[src/rtl/lcs_pkg.sv]
// Package for the Lehmer cofactor step block: sizes, register map, sequencer
// states and the control/status structs passed between sequencer and datapath.
// No dependencies.
package lcs_pkg;

  localparam int DATA_BITS = 64;
  localparam int WORD_BITS_DEF = 64;
  localparam int ADDR_BITS = 4;
  localparam logic [DATA_BITS-1:0] STOP_RESET = 64'h0000_0001_0000_0000;

  // register index is paddr[3] (8-byte stride)
  localparam logic REG_STOP = 1'b0;

  typedef enum logic [2:0] {
    ST_IDLE,
    ST_PREP,
    ST_ALIGN,
    ST_DIVIDE,
    ST_UPDATE,
    ST_DONE
  } state_t;

  typedef struct packed {
    logic load;
    logic prep;
    logic shift;
    logic step;
    logic update;
  } ctrl_t;

  typedef struct packed {
    logic v_zero;
    logic can_shift;
    logic stop;
  } stat_t;

endpackage

[src/rtl/lcs_apb_regs.sv]
// Configuration register file: holds the stop threshold behind an APB port.
// Depends on lcs_pkg.
module lcs_apb_regs (
  input  logic                           clk,
  input  logic                           rst,
  input  logic                           psel,
  input  logic                           penable,
  input  logic                           pwrite,
  input  logic [lcs_pkg::ADDR_BITS-1:0]  paddr,
  input  logic [lcs_pkg::DATA_BITS-1:0]  pwdata,
  output logic [lcs_pkg::DATA_BITS-1:0]  prdata,
  output logic                           pready,
  output logic [lcs_pkg::DATA_BITS-1:0]  stop_threshold
);
  import lcs_pkg::*;

  logic wr_en;

  assign pready = 1'b1;
  assign wr_en  = psel && penable && pwrite && (paddr[3] == REG_STOP);

  always_ff @(posedge clk) begin
    if (rst) begin
      stop_threshold <= STOP_RESET;
    end else if (wr_en) begin
      stop_threshold <= pwdata;
    end
  end

  always_comb begin
    prdata = '0;
    if (paddr[3] == REG_STOP) begin
      prdata = stop_threshold;
    end
  end

endmodule

[src/rtl/lcs_dp.sv]
// Datapath: operand, remainder, divisor and cofactor registers around one
// shared compare/subtract/shift-add step. Driven by lcs_seq; depends on lcs_pkg.
module lcs_dp #(
  parameter int WORD_BITS = lcs_pkg::WORD_BITS_DEF
) (
  input  logic                           clk,
  input  logic [lcs_pkg::DATA_BITS-1:0]  first_word,
  input  logic [lcs_pkg::DATA_BITS-1:0]  second_word,
  input  logic [lcs_pkg::DATA_BITS-1:0]  stop_threshold,
  input  lcs_pkg::ctrl_t                 ctrl,
  output lcs_pkg::stat_t                 stat,
  output logic signed [lcs_pkg::DATA_BITS-1:0] cof_a,
  output logic signed [lcs_pkg::DATA_BITS-1:0] cof_b,
  output logic signed [lcs_pkg::DATA_BITS-1:0] cof_c,
  output logic signed [lcs_pkg::DATA_BITS-1:0] cof_d
);
  import lcs_pkg::*;

  localparam int W = WORD_BITS;

  logic [W-1:0] in_u, in_v;
  logic [W-1:0] u, v, rem, dvs;
  logic [W-1:0] a, b, c, d;
  logic [W-1:0] acc_c, acc_d;
  logic         ge;

  assign in_u = first_word[W-1:0];
  assign in_v = second_word[W-1:0];
  assign ge   = (rem >= dvs);

  assign stat.v_zero    = (v == '0);
  assign stat.can_shift = !dvs[W-1] && ((dvs << 1) <= rem);
  assign stat.stop      = (rem == '0) || (DATA_BITS'(rem) < stop_threshold);

  always_ff @(posedge clk) begin
    if (ctrl.load) begin
      if (in_u < in_v) begin
        u <= in_v;
        v <= in_u;
        a <= '0;
        b <= W'(1);
        c <= W'(1);
        d <= '0;
      end else begin
        u <= in_u;
        v <= in_v;
        a <= W'(1);
        b <= '0;
        c <= '0;
        d <= W'(1);
      end
    end
    if (ctrl.prep) begin
      rem   <= u;
      dvs   <= v;
      acc_c <= '0;
      acc_d <= '0;
    end
    if (ctrl.shift) begin
      dvs <= dvs << 1;
    end
    // one quotient bit, MSB first; products q*c and q*d build up by Horner
    if (ctrl.step) begin
      if (ge) begin
        rem <= rem - dvs;
      end
      acc_c <= (acc_c << 1) + (ge ? c : '0);
      acc_d <= (acc_d << 1) + (ge ? d : '0);
      dvs   <= dvs >> 1;
    end
    if (ctrl.update) begin
      u <= v;
      v <= rem;
      a <= c;
      b <= d;
      c <= a - acc_c;
      d <= b - acc_d;
    end
  end

  assign cof_a = DATA_BITS'(signed'(a));
  assign cof_b = DATA_BITS'(signed'(b));
  assign cof_c = DATA_BITS'(signed'(c));
  assign cof_d = DATA_BITS'(signed'(d));

endmodule

[src/rtl/lcs_seq.sv]
// Sequencer: steps the datapath through align, divide and update for each
// Euclid step and flags the finished word. Depends on lcs_pkg.
module lcs_seq #(
  parameter int WORD_BITS = lcs_pkg::WORD_BITS_DEF
) (
  input  logic           clk,
  input  logic           rst,
  input  logic           start,
  input  lcs_pkg::stat_t stat,
  output lcs_pkg::ctrl_t ctrl,
  output logic           busy,
  output logic           done
);
  import lcs_pkg::*;

  localparam int KW = $clog2(WORD_BITS);

  state_t        state, state_next;
  logic [KW-1:0] k, k_next;

  always_ff @(posedge clk) begin
    if (rst) begin
      state <= ST_IDLE;
      k     <= '0;
    end else begin
      state <= state_next;
      k     <= k_next;
    end
  end

  always_comb begin
    state_next = state;
    k_next     = k;
    ctrl       = '0;
    done       = 1'b0;
    busy       = (state != ST_IDLE);
    case (state)
      ST_IDLE: begin
        if (start) begin
          ctrl.load  = 1'b1;
          state_next = ST_PREP;
        end
      end
      ST_PREP: begin
        if (stat.v_zero) begin
          state_next = ST_DONE;
        end else begin
          ctrl.prep  = 1'b1;
          k_next     = '0;
          state_next = ST_ALIGN;
        end
      end
      ST_ALIGN: begin
        // line the divisor up under the top of the remainder
        if (stat.can_shift) begin
          ctrl.shift = 1'b1;
          k_next     = k + KW'(1);
        end else begin
          state_next = ST_DIVIDE;
        end
      end
      ST_DIVIDE: begin
        ctrl.step = 1'b1;
        if (k == '0) begin
          state_next = ST_UPDATE;
        end else begin
          k_next = k - KW'(1);
        end
      end
      ST_UPDATE: begin
        ctrl.update = 1'b1;
        state_next  = stat.stop ? ST_DONE : ST_PREP;
      end
      ST_DONE: begin
        done       = 1'b1;
        state_next = ST_IDLE;
      end
      default: begin
        state_next = ST_IDLE;
      end
    endcase
  end

endmodule

[src/rtl/lehmer_cofactor_step_top.sv]
// Lehmer cofactor step, top level. Per word the sequencer loads the operands, then
// runs prep, align shifts, divide steps and update for each Euclid step; a zero operand
// sends it from prep straight to done. All steps use the single shared radix-2
// divide/multiply-add unit. One word in flight: busy stays high through the result
// strobe and the next word can be taken the cycle after. done is high for one cycle
// and cannot be stalled. Reset: threshold to 2^32, sequencer idle.
module lehmer_cofactor_step_top #(
  parameter int WORD_BITS = lcs_pkg::WORD_BITS_DEF
) (
  input  logic                           clk,
  input  logic                           rst,
  input  logic                           psel,
  input  logic                           penable,
  input  logic                           pwrite,
  input  logic [lcs_pkg::ADDR_BITS-1:0]  paddr,
  input  logic [lcs_pkg::DATA_BITS-1:0]  pwdata,
  output logic [lcs_pkg::DATA_BITS-1:0]  prdata,
  output logic                           pready,
  input  logic                           start,
  output logic                           busy,
  input  logic [lcs_pkg::DATA_BITS-1:0]  first_word,
  input  logic [lcs_pkg::DATA_BITS-1:0]  second_word,
  output logic                           done,
  output logic signed [lcs_pkg::DATA_BITS-1:0] cof_a,
  output logic signed [lcs_pkg::DATA_BITS-1:0] cof_b,
  output logic signed [lcs_pkg::DATA_BITS-1:0] cof_c,
  output logic signed [lcs_pkg::DATA_BITS-1:0] cof_d
);
  import lcs_pkg::*;

  logic [DATA_BITS-1:0] stop_threshold;
  ctrl_t                ctrl;
  stat_t                stat;
  logic                 seq_busy;

  assign busy = seq_busy;

  lcs_apb_regs u_regs (
    .clk            (clk),
    .rst            (rst),
    .psel           (psel),
    .penable        (penable),
    .pwrite         (pwrite),
    .paddr          (paddr),
    .pwdata         (pwdata),
    .prdata         (prdata),
    .pready         (pready),
    .stop_threshold (stop_threshold)
  );

  lcs_seq #(.WORD_BITS(WORD_BITS)) u_seq (
    .clk   (clk),
    .rst   (rst),
    .start (start),
    .stat  (stat),
    .ctrl  (ctrl),
    .busy  (seq_busy),
    .done  (done)
  );

  lcs_dp #(.WORD_BITS(WORD_BITS)) u_dp (
    .clk            (clk),
    .first_word     (first_word),
    .second_word    (second_word),
    .stop_threshold (stop_threshold),
    .ctrl           (ctrl),
    .stat           (stat),
    .cof_a          (cof_a),
    .cof_b          (cof_b),
    .cof_c          (cof_c),
    .cof_d          (cof_d)
  );

endmodule

[config.mk]
export PLATFORM = sky130hd
export DESIGN_NAME = lehmer_cofactor_step_top
export DESIGN_NICKNAME = d
export VERILOG_FILES = /design/src/rtl/lcs_pkg.sv /design/src/rtl/lcs_apb_regs.sv /design/src/rtl/lcs_dp.sv /design/src/rtl/lcs_seq.sv /design/src/rtl/lehmer_cofactor_step_top.sv
export SDC_FILE = /design/constraint.sdc
export NUM_CORES = 2
export LEC_CHECK = 0
export BUFFER_PORTS_ARGS = -buffer_cell sky130_fd_sc_hd__buf_2
export CAP_MARGIN = 20
export CORE_AREA = 2 2 340 510
export DETAILED_ROUTE_END_ITERATION = 8
export DIE_AREA = 0 0 342 512
export GPL_ROUTABILITY_DRIVEN = 1
export PLACE_DENSITY_LB_ADDON = 0.08
export SETUP_SLACK_MARGIN = 0.15
export SYNTH_ARGS = -nofsm -noshare
export SYNTH_HDL_FRONTEND = slang
export SYNTH_SLANG_ARGS = --single-unit
export TNS_END_PERCENT = 1
[constraint.sdc]
create_clock -name clk -period 16.3 [get_ports clk]
set_input_delay 3.26 -clock clk [delete_from_list [all_inputs] [get_ports clk]]
set_output_delay 3.26 -clock clk [all_outputs]
set_load 0.01 [all_outputs]
* After elaboration in Yosys (flattened, before gate mapping)
Index checks and enable logic that the tools add are counted.
** Storage, ports and cells
- Word-level logic and storage cells :: 100
- Input bits :: 202
- Register bits :: 713
- Output and inout port bits :: 323
** Cells by class
- Bitwise operators :: 1
- $lt $le $gt $ge :: 4
- Reduce and logical (&&, ||, !) cells :: 18
- Add/sub/neg operators :: 7
- Equality and inequality tests :: 11
- Mux-type cells :: 45
** Operators with widths (number)
- $mux W64 :: 23
- $sub A64 B64 Y64 :: 3
- $add A64 B64 Y64 :: 2
- $logic_not A64 Y1 :: 2
- $lt A64 B64 Y1 :: 2
- $ge A64 B64 Y1 :: 1
- $le A64 B64 Y1 :: 1
- $mux W63 :: 1
- $mux W6 :: 3
- $pmux W6 S3 :: 1
- $mux W3 :: 5
- $pmux W3 S5 :: 1
- $mux W1 :: 11
- $ne A2 B2 Y1 const B :: 5
- $reduce_bool A3 Y1 :: 3
- $add A6 B1 Y6 const B :: 1
- $eq A3 B2 Y1 const B :: 2
- $eq A3 B3 Y1 const B :: 2
- $logic_not A6 Y1 :: 1
- $reduce_bool A2 Y1 :: 3
- $sub A6 B1 Y6 const B :: 1
- $logic_and A1 B1 Y1 :: 4
- $reduce_and A4 Y1 :: 1
- $eq A3 B1 Y1 const B :: 1
- 6 further kinds :: 6

* Depth between registers and ports, before layout
- Word-level depth :: 6
- Gate-level depth with buffers :: 27
- Mapped depth without buffers :: 25

* Cells and area by module
From an unflattened synthesis, not the netlist that was laid out.
** Unflattened totals
- Cell total of the unflattened synthesis :: 6037
- Area total of the unflattened synthesis :: 54531.0 µm²
** Modules (own cells, without submodules)
- lcs_dp :: area an instance 50448.4 µm², instances 1, seq. area each 18567.8 µm², cells each 5598
- lcs_apb_regs :: area an instance 3354.5 µm², instances 1, seq. area each 1281.2 µm², cells each 351
- lcs_seq :: area an instance 728.2 µm², instances 1, seq. area each 180.2 µm², cells each 88

* Worst setup path after synthesis
Ideal clock, no wire load.
- Path type :: input-to-reg
- Start point :: in start
- End point :: reg u_seq.state[2]
- Buffers on the path :: 0
- Arrival time :: 12.781 ns
- Path slack :: 3.402 ns
- Data required time :: 16.183 ns
- Setup time :: 0.117 ns
- Stages :: 3
- Cell sequence :: o21a_1 o211ai_1 a211oi_1
** On the way
- Word-level cells in the longest chain between the ends :: 2
** RTL lines
- from (decl) :: RTL line lehmer_cofactor_step_top.sv:19 : input logic start,
- $ne A2 B2 Y1 (no line)
- $reduce_and A3 Y1 (no line)
- to (signal assigned) :: RTL line lcs_seq.sv:26 : state <= state_next;
- to (decl) :: RTL line lcs_seq.sv:18 : state_t state, state_next;
No other way between the ends.
A chain may end at the register's enable or synchronous reset.

* Worst setup path after layout
- Start point :: in second_word[1] in the netlist's numbering
- End point :: reg u_dp.u[11] (data pin)
** On the way
- Word-level cells in the longest chain between the ends :: 4
** RTL lines
- from (decl) :: RTL line lehmer_cofactor_step_top.sv:22 : input logic [lcs_pkg::DATA_BITS-1:0] second_word,
- $lt A64 B64 Y1 :: RTL line lcs_dp.sv:37 : if (in_u < in_v) begin
- $mux W64 :: RTL line lcs_dp.sv:37
- $mux W64 :: RTL line lcs_dp.sv:36 : if (ctrl.load) begin
- $mux W64 :: RTL line lcs_dp.sv:71 : if (ctrl.update) begin
- to (signal assigned) :: RTL line lcs_dp.sv:38 : u <= in_v;
- to (signal assigned) :: RTL line lcs_dp.sv:45 : u <= in_u;
- to (signal assigned) :: RTL line lcs_dp.sv:72 : u <= v;
- to (decl) :: RTL line lcs_dp.sv:22 : logic [W-1:0] u, v, rem, dvs;
No other way between the ends. The select of a mux whose other input is x is not followed.

==> flow_summary.json <==
{
  "run_status": "finished clean",
  "post_syn_area_sq_um": 54200,
  "ys_seq_area_share_pct": 36.9,
  "power_density_nw_per_um2": 196,
  "insertion_delay_ns": 0.70,
  "crit_chain": "buf_2 > inv_1 > ha_1 > a21o_1 > a21oi_1 > o21ai_0 > o41ai_1 > a31oi_1 > o31ai_1 > buf_4 > a21oi_1 > o22a_4 > buf_4 > buf_4 > mux2i_1 > o21ai_0",
  "synth.distinct_cells": 92,
  "swShare_pct": 48.5,
  "timing_max_transition_violations_final": 0,
  "final_antenna_net_count": 0,
  "clock_power_share_pct": 16.2,
  "root_buffer": "sky130_fd_sc_hd__clkbuf_16",
  "timing.critical_path.fanout_max": 48,
  "synth.area.top_cells": "sky130_fd_sc_hd__edfxtp_1 (32%), sky130_fd_sc_hd__ha_1 (12%), sky130_fd_sc_hd__a21oi_1 (5.5%), sky130_fd_sc_hd__dfxtp_1 (5.1%), sky130_fd_sc_hd__nor2_1 (4.0%)",
  "cts.reportedPaths.clkPinSlew_ns": 0.06,
  "routed_via_density": 5.32,
  "worst_slew_margin_rel_pct": 20.6,
  "leakagePower_nw": 26.0,
  "post_drt_wl_per_cell_um": 23.0,
  "worstSetupPathType": "input port to flip-flop",
  "synth_top_area_share_pct": 31.8,
  "stdcell_count": 8859,
  "cpMaxStageDelayCell": "sky130_fd_sc_hd__buf_4",
  "initial_cell_density_of_the_core_pct": 31.8,
  "crit_path_max_incr_delay_ns": 0.76,
  "floorplan.die.width_um": 342,
  "postSynthAreaPerCell_sq_um": 8.74,
  "drt_iter0_markers": 2570,
  "global_route.usage.total_pct": 22.6,
  "min-delay-path-class": "flip-flop to flip-flop",
  "post-route-drc-count": 0,
  "first_pass_iters": 6,
  "tritoncts_clock_tree": "done",
  "final_net_count": 7245,
  "synth_enable_flop_cells": 575,
  "max_slew.worst_pin.slew_ns": 1.18,
  "startpoint_type_of_the_worst_setup_path": "input port",
  "critPathRequiredTime_ns": 16.69,
  "port_buffers": 520,
  "async_flop_share_pct": 0,
  "hold_viol": 0,
  "switchingPower_mw": 5.84,
  "yosysWarningCount": 0,
  "vdd_ir_drop_max_uv": 193,
  "fmax_ghz": 0.118,
  "coreArea_sq_um": 171000,
  "dieArea_sq_um": 175000,
  "synthCells": 6206,
  "worst_hold_slack_ns": 0.453,
  "synth_ff_type": "sky130_fd_sc_hd__edfxtp_1",
  "report.final.setup_viol": 0,
  "post-dp-hpwl_um": 157000,
  "cts.hold.buffers_added": 0,
  "setup_skew_ns": 0.0343,
  "rsz0062_at_grt": "no",
  "grt_antenna_before_repair": 17,
  "sequential_power_share_pct": 26.4,
  "critPathCaptureType": "flip-flop",
  "ys_top_cells_by_count": "sky130_fd_sc_hd__a21oi_1 (594), sky130_fd_sc_hd__edfxtp_1 (575), sky130_fd_sc_hd__nor2_1 (571), sky130_fd_sc_hd__nand2_1 (549), sky130_fd_sc_hd__ha_1 (507)",
  "cell_seen_most_often_among_critical_path_stages": "sky130_fd_sc_hd__buf_4",
  "drive_gt1_share_pct": 11.3,
  "postCtsSetupRepairBufs": 0,
  "floorplan_die_height_um": 512,
  "grt_pass1_wl_um": 301000,
  "layout_min_cycle_time_ns": 8.45,
  "numCtsBuffers": 85,
  "pin_count_of_the_biggest_net_entering_global_routing": 215,
  "syn_nets": 6921,
  "cap_violations": 0,
  "timing.final.crit_share_pct": 51.8,
  "num_rows": 186,
  "total_overflow_reported_by_the_global_router": 0,
  "number_of_storage_elements_in_the_synthesis_netlist": 713,
  "yosysMostFrequentCell": "sky130_fd_sc_hd__a21oi_1",
  "p_int_mw": 6.21,
  "combPwrFrac_pct": 57.4,
  "gp_routability_congestion": 0.915,
  "layout-area-overhead-vs-synth_pct": 13.5,
  "synth_top_cell_by_area": "sky130_fd_sc_hd__edfxtp_1",
  "clockBufferDepth": 3,
  "via_count_of_the_first_global_routing_pass": 46974,
  "setup_tns_ns": 0,
  "clock_sink_count": 713,
  "routed-via-count": 47147,
  "count_of_boundary_i_o_pins": 525,
  "postCtsResizedCells": 0,
  "worst-endpoint-arrival_ns": 8.84,
  "wl_um": 204000,
  "ctsHtreeMaxLevel": 3,
  "dp.cells": 8697
}
[cell usage in the layout (no fill, tap or decap), types with 47 or more instances in the layout]
cell                        count
sky130_fd_sc_hd__buf_2        519
sky130_fd_sc_hd__o21ai_0      272
sky130_fd_sc_hd__a211oi_1      53
sky130_fd_sc_hd__nand4_1      117
sky130_fd_sc_hd__nand3_1       86
sky130_fd_sc_hd__a21oi_1      594
sky130_fd_sc_hd__nor4_1        52
sky130_fd_sc_hd__ha_1         507
sky130_fd_sc_hd__xnor2_1      150
sky130_fd_sc_hd__edfxtp_1     575
sky130_fd_sc_hd__nand2b_1      47
sky130_fd_sc_hd__a31oi_1       48
sky130_fd_sc_hd__xor2_1       122
sky130_fd_sc_hd__inv_1        472
sky130_fd_sc_hd__a21o_1       238
sky130_fd_sc_hd__nand2_1      546
sky130_fd_sc_hd__o21ai_1      112
sky130_fd_sc_hd__nor2_1       570
sky130_fd_sc_hd__and3_1       157
sky130_fd_sc_hd__mux2i_1      180
sky130_fd_sc_hd__o21bai_1      50
sky130_fd_sc_hd__nor2b_1      167
sky130_fd_sc_hd__clkbuf_16     89
sky130_fd_sc_hd__dfxtp_1      137
sky130_fd_sc_hd__nor3_1       133
sky130_fd_sc_hd__a311oi_1     128
[worst paths after layout]
kind,from,endpoint,slack (ns),cells past startpoint
hold reg to reg,u_regs.stop_threshold[56],u_regs.stop_threshold[56],0.45,2
hold / removal,u_regs.stop_threshold[56],u_regs.stop_threshold[56],0.45,2
setup / recovery,second_word[1],u_dp.u[11],7.85,16
setup reg to reg,u_dp.rem[3],u_dp.acc_d[63],8.52,24
[layer usage]
layer | global-route usage (%) | share of wire (%)
met1 | 25.0 | 38
met2 | 43.7 | 54
met3 | 2.94 | 4.1
met4 | 7.64 | 3.4
met5 | 0 | 0.066
[stage by stage]
stage	total power [mW]	setup slack (ns)	cell area [sq um]	utilization, %
after floorplan	7.96	3.40	54200	-
after global placement	10.1	7.03	58800	34.4
after detailed placement	10.1	7.03	58800	34.4
after CTS	12.2	7.78	61500	36.0
after global routing	13.0	7.61	61600	36.0
final	12.0	7.85	61600	36.0
[power by group through the flow]
stage / Sequential [mW] / Combinational [mW] / Clock [mW]
2_1_floorplan: 3.04 / 4.92 / 0
3_3_place_gp: 3.23 / 6.88 / 0
3_5_place_dp: 3.23 / 6.90 / 0
4_1_cts: 3.20 / 6.94 / 2.03
5_1_grt: 3.23 / 7.69 / 2.08
6_report: 3.18 / 6.92 / 1.95
[kinds of logic after synthesis]
logic type / count (synthesis) / share of synthesized area (%)
fa+ha+maj: 513 / 11.9
xor+xnor: 273 / 4.43
other cells: 1 / 0.00691
compound gates: 1729 / 20.1
buf+inv: 799 / 5.74
simple gates: 1997 / 17.5
flops: 713 / 36.9
mux: 181 / 3.34
[area by class of cell]
class / count / area [sq um]
Tap cell: 2256 / 2820
Clock inverter: 44 / 365
Multi-Input combinational cell: 4694 / 31200
Inverter: 474 / 1780
Timing Repair Buffer: 562 / 3000
Antenna cell: 4 / 10.0
Clock buffer: 112 / 2340
Sequential cell: 713 / 20000
Fill cell: 17952 / 109000
[critical path, delay by kind of cell]
family / cells / cell delay (ns)
buffers and inverters: 5 / 1.85
AO/OA/AOI/OAI: 9 / 2.96
multiplexers: 1 / 0.28
adder cells (fa/ha/maj): 1 / 0.26
Power figures use the tool's default switching activity.
